## src/hdl/bsp_pkg.sv

```systemverilog
// Shared types, constants and round functions of the 512-bit bitsliced permutation.
package bsp_pkg;

    localparam int ROUND_GROUPS    = 4;
    localparam int PASSES_PER_GRP  = 4;
    localparam int NUM_STAGES      = ROUND_GROUPS * PASSES_PER_GRP;
    localparam int NUM_WORDS       = 16;
    localparam int NUM_PAIRS       = NUM_WORDS / 2;
    localparam int WORD_W          = 32;
    localparam int PAIR_W          = 2 * WORD_W;
    localparam int ROT_W           = 5;

    typedef logic [WORD_W-1:0]                t_word;
    typedef logic [NUM_WORDS-1:0][WORD_W-1:0] t_state;

    function automatic t_word bsp_rotl(input t_word x, input logic [ROT_W-1:0] n);
        return (x << n) | (x >> (6'd32 - {1'b0, n}));
    endfunction

    // One step: column mix on each of the four lanes, then rotations of rows b, c, d.
    function automatic t_state bsp_step(input t_state s,
                                        input logic [ROT_W-1:0] rb,
                                        input logic [ROT_W-1:0] rc,
                                        input logic [ROT_W-1:0] rd);
        t_state r;
        t_word  a;
        t_word  b;
        t_word  c;
        t_word  d;
        t_word  t;
        r = s;
        for (int i = 0; i < 4; i++) begin
            a = s[i];
            b = s[4 + i];
            c = s[8 + i];
            d = s[12 + i];
            t = a;
            a = (a & b) ^ c;
            c = (b | c) ^ d;
            d = (d & a) ^ t;
            b = b ^ (c & t);
            r[i]      = a;
            r[4 + i]  = bsp_rotl(b, rb);
            r[8 + i]  = bsp_rotl(c, rc);
            r[12 + i] = bsp_rotl(d, rd);
        end
        return r;
    endfunction

    function automatic t_state bsp_pass(input t_state s);
        t_state r;
        r = bsp_step(s, 5'd1, 5'd2, 5'd3);
        r = bsp_step(r, 5'd4, 5'd8, 5'd12);
        r = bsp_step(r, 5'd8, 5'd12, 5'd16);
        return r;
    endfunction

    // Lane shuffle that closes a group: b swaps lanes 1 and 3, c swaps 0/1 and 2/3,
    // d swaps lanes 0 and 2.
    function automatic t_state bsp_shuffle(input t_state s);
        t_state r;
        r = s;
        r[5]  = s[7];
        r[7]  = s[5];
        r[8]  = s[9];
        r[9]  = s[8];
        r[10] = s[11];
        r[11] = s[10];
        r[12] = s[14];
        r[14] = s[12];
        return r;
    endfunction

endpackage

```

## src/hdl/bsp_stage.sv

```systemverilog
// One pipeline stage: a full pass of three steps, optionally followed by the group shuffle.
module bsp_stage (
    input  logic            i_clk,
    input  logic            i_rst_n,
    input  logic            i_en,
    input  logic            i_shuffle,
    input  logic            i_valid,
    input  bsp_pkg::t_state i_state,
    output logic            o_valid,
    output bsp_pkg::t_state o_state
);

    logic            r_valid;
    bsp_pkg::t_state r_state;
    bsp_pkg::t_state n_pass;
    bsp_pkg::t_state n_state;

    always_comb begin
        n_pass  = bsp_pkg::bsp_pass(i_state);
        n_state = i_shuffle ? bsp_pkg::bsp_shuffle(n_pass) : n_pass;
    end

    always_ff @(posedge i_clk) begin
        if (!i_rst_n) begin
            r_valid <= 1'b0;
        end else if (i_en) begin
            r_valid <= i_valid;
        end
    end

    always_ff @(posedge i_clk) begin
        if (i_en && i_valid) begin
            r_state <= n_state;
        end
    end

    assign o_valid = r_valid;
    assign o_state = r_state;

endmodule

```

## config.mk

```make
export PLATFORM = sky130hd
export DESIGN_NAME = bsp_stage
export DESIGN_NICKNAME = d
export VERILOG_FILES = /design/src/hdl/bsp_pkg.sv /design/src/hdl/bsp_stage.sv
export SDC_FILE = /design/constraint.sdc
export NUM_CORES = 2
export LEC_CHECK = 0
export ABC_AREA = 0
export BUFFER_PORTS_ARGS = -buffer_cell sky130_fd_sc_hd__buf_4
export CAP_MARGIN = 10
export CORE_AREA = 3 3 403 405
export DETAILED_ROUTE_END_ITERATION = 8
export DIE_AREA = 0 0 406 408
export GPL_TIMING_DRIVEN = 0
export SYNTH_ARGS = -nofsm -noshare
export SYNTH_HDL_FRONTEND = slang
export SYNTH_SLANG_ARGS = --single-unit
```

## constraint.sdc

```tcl
create_clock -name i_clk -period 17.5 [get_ports i_clk]
set_input_delay 1.75 -clock i_clk [delete_from_list [all_inputs] [get_ports i_clk]]
set_output_delay 1.75 -clock i_clk [all_outputs]
set_load 0.005 [all_outputs]
```

==> flow_summary.yaml <==
timing:
  post-route-period-util_pct: 26.9
  tns_ps: 0
  finalHoldViolCount: 0
  min_period_ps: 4700
  setup_viol: 0
  timing.final.ws_setup_ps: 12800
  max_freq_ghz: 0.213
  fin_worst_skew_ps: 0
  rsz0062_at_grt: "no"
  maxSlewViolCount: 0
  slew_headroom_pct: 12.3
  worst_pin_slew_ps: 1320
flow_run:
  cap_violations: 0
floorplan:
  start_util_pct: 31.6
  die_x_um: 406
  fp-row-count: 146
  num_io_pins: 1030
  core_area_mm2: 0.159
  dieArea_mm2: 0.166
  die_h_um: 408
cts:
  root_buffer: "clkbuf_16"
  cts_resized: 0
  clock_sinks: 513
  clock_latency_ps: 660
  cts_made_buffers: 72
  h-tree-depth: 3
  clk_pin_slew_ps: 60
  cts_tree: "built"
  post_cts_buffers: 0
  clockBufferDepth: 3
  hold_buffers: 0
routing:
  drt_pass1_iterations: 6
  wl_per_cell_um: 28.4
  vias: 48500
  drt-vias-per-instance: 5.65
  drc: 0
  detail-route-antenna-nets: 0
  totalWireLength_um: 244000
  drt_iter0_markers: 4428
power:
  p_int_w: 0.00359
  worst_ir_drop_vdd_v: 0.0000792
  power_density_mw_per_mm2: 97.5
  p_leak_nw: 24.1
  swShare_pct: 41.1
  seqPwrFrac_pct: 28.8
  combPwrFrac_pct: 45.9
  power.net_switching_w: 0.00251
  clkPwrFrac_pct: 25.3
synthesis:
  synthesis.instances: 5399
  synth_top_area_share_pct: 30.6
  synth_edf_count: 512
  ys_seq_elements: 513
  synth_common_cells: "xnor2_1, edfxtp_1, mux2i_1, nand2_1, nor2_1"
  ys.flop_type: "edfxtp_1"
  synth_cell_types: 103
  syn_avg_cell_area_um2: 9.30
  synth_area_leaders: "edfxtp_1, xnor2_1, mux2i_1"
  yosysTopAreaCell: "edfxtp_1"
  synth_seq_area_share_pct: 30.6
  syn_nets: 5916
  synth_most_common_cell: "xnor2_1"
  synthesis.area_mm2: 0.0502
  ys_warn_count: 0
  async_reset_ff_share_pct: 0
min_path:
  min_from: "o_valid"
  min_path_type: "reg -> reg"
  hold_path_end: "o_valid"
  hold_depth: 2
critical_path:
  path_max_fanout: 6
  critPathLaunchType: "input pin"
  critPathKind: "in -> reg"
  cp-end-kind: "register"
  rr_worst_depth: 2
  required_ps: 17820
  worst-endpoint-arrival_ps: 5020
  rrSetupSlack_ps: 16800
  reg2reg_from: "o_valid"
  rr_endpoint: "o_valid"
cells_and_area:
  fill_cells: 15900
  ff_latch_area_mm2: 0.0154
  drive_gt1_share_pct: 22.4
  nets: 6931
  syn_to_final_growth_pct: 24.6
  multi_input_area_mm2: 0.0339
grt:
  grt_overflow: 0
  antenna_found_initial: 59
  grt.total_usage_pct: 27.9
  grt_pass1_vias: 43300
  grt_max_degree: 71
  grt_pass1_wl_um: 326000
status:
  status: "finished, final reports clean"
placed_design:
  post-dp-hpwl_um: 207000
  finalWeightedCongestion: 0.983
  io_buffers: 925
  place_ws_ps: 11720
==> power groups by stage <==
stage	clock network, W	registers, W	logic [W]
global route	0.00163	0.00176	0.00299
detailed placement	0	0.00177	0.00277
floorplan	0	0.00175	0.00152
finish	0.00154	0.00175	0.00280
global placement	0	0.00182	0.00272
CTS	0.00159	0.00175	0.00278
==> worst max-delay path: stages <==
cell      delay (ps)
buf_4            130
nand2b_1         130
a221oi_1         980
or3b_1           420
nand3_1          170
mux2i_1          100
o22ai_1          970
mux2i_1          350
==> per-stage QoR <==
step | std cells | util, % | hold WS, ps | instance area (µm²) | total power [W]
finish | 8577 | 39.4 | 609 | 62600 | 0.00610
global route | 8566 | 39.4 | 657 | 62600 | 0.00638
CTS | 8540 | 39.3 | 621 | 62400 | 0.00612
detailed placement | 8408 | 37.8 | 606 | 60000 | 0.00454
global placement | 8396 | 37.7 | 557 | 59800 | 0.00454
floorplan | 5399 | - | 568 | 50200 | 0.00327
==> cell usage in the layout, fill, tap and decap left out, types with 18 or more instances in the layout <==
master,n
buf_4,927
xnor2_1,534
edfxtp_1,512
mux2i_1,379
nor2_1,362
nand2_1,362
o21ai_0,302
a21oi_1,297
xor2_1,263
nand2b_1,246
mux2_2,192
nor2b_1,156
a22oi_1,147
o22ai_1,128
nand3_1,127
clkbuf_1,112
inv_1,101
a21boi_0,98
a2bb2oi_1,77
clkbuf_16,72
a32oi_1,67
o21bai_1,64
or3_1,62
a21o_1,59
a22o_1,55
nor3_1,53
o22a_1,46
o32ai_2,41
nor4bb_1,40
and2_1,40
o2bb2ai_1,36
a221oi_2,34
diode_2,33
and3_1,28
or2_2,21
o21a_1,21
buf_2,18
==> worst max-delay path by stage <==
stage	start	end
2_1_floorplan	i_valid	o_valid
3_3_place_gp	i_en	o_state[408]
3_5_place_dp	i_state[4]	o_state[451]
4_1_cts	i_state[4]	o_state[451]
5_1_grt	i_state[262]	o_state[407]
6_report	i_state[501]	o_state[226]
==> cell type report <==
| class | count | area share (%) |
|---|---|---|
| clock buffer | 79 | 2.92 |
| multi-input combinational | 4640 | 54.1 |
| timing repair buffer | 941 | 11.6 |
| clock inverter | 53 | 0.894 |
| sequential | 513 | 24.6 |
| buffer | 144 | 0.962 |
| inverter | 102 | 0.612 |
| tap | 2072 | 4.14 |
| antenna | 33 | 0.132 |
==> metal layers <==
metal,routed length [µm],vias up,share of wire [%],global-route usage (%)
met3,19700,317,8.1,6.62
met4,10600,20,4.3,11.9
met2,111000,1772,45,44.5
met1,103000,23800,42,35.8
li1,-,22600,-,-
met5,124,-,0.051,0
==> sequential cells by signal, summed over array words and instances, names as in the netlist <==
name,count
o_state,512
o_valid,1
==> cell families (layout without fill, tap and decap cells) <==
family / after synthesis / in the layout / synth area share (%)
AO/OA/AOI/OAI: 1663 / 1663 / 24.7
XOR/XNOR: 797 / 797 / 13.9
buffers and inverters: 246 / 1319 / 1.95
flip-flops: 513 / 513 / 30.6
multiplexers: 573 / 573 / 11.9
other: 0 / 33 / 0
AND/OR/NAND/NOR: 1607 / 1607 / 16.9
No activity file was read; power rests on OpenSTA's default activity.
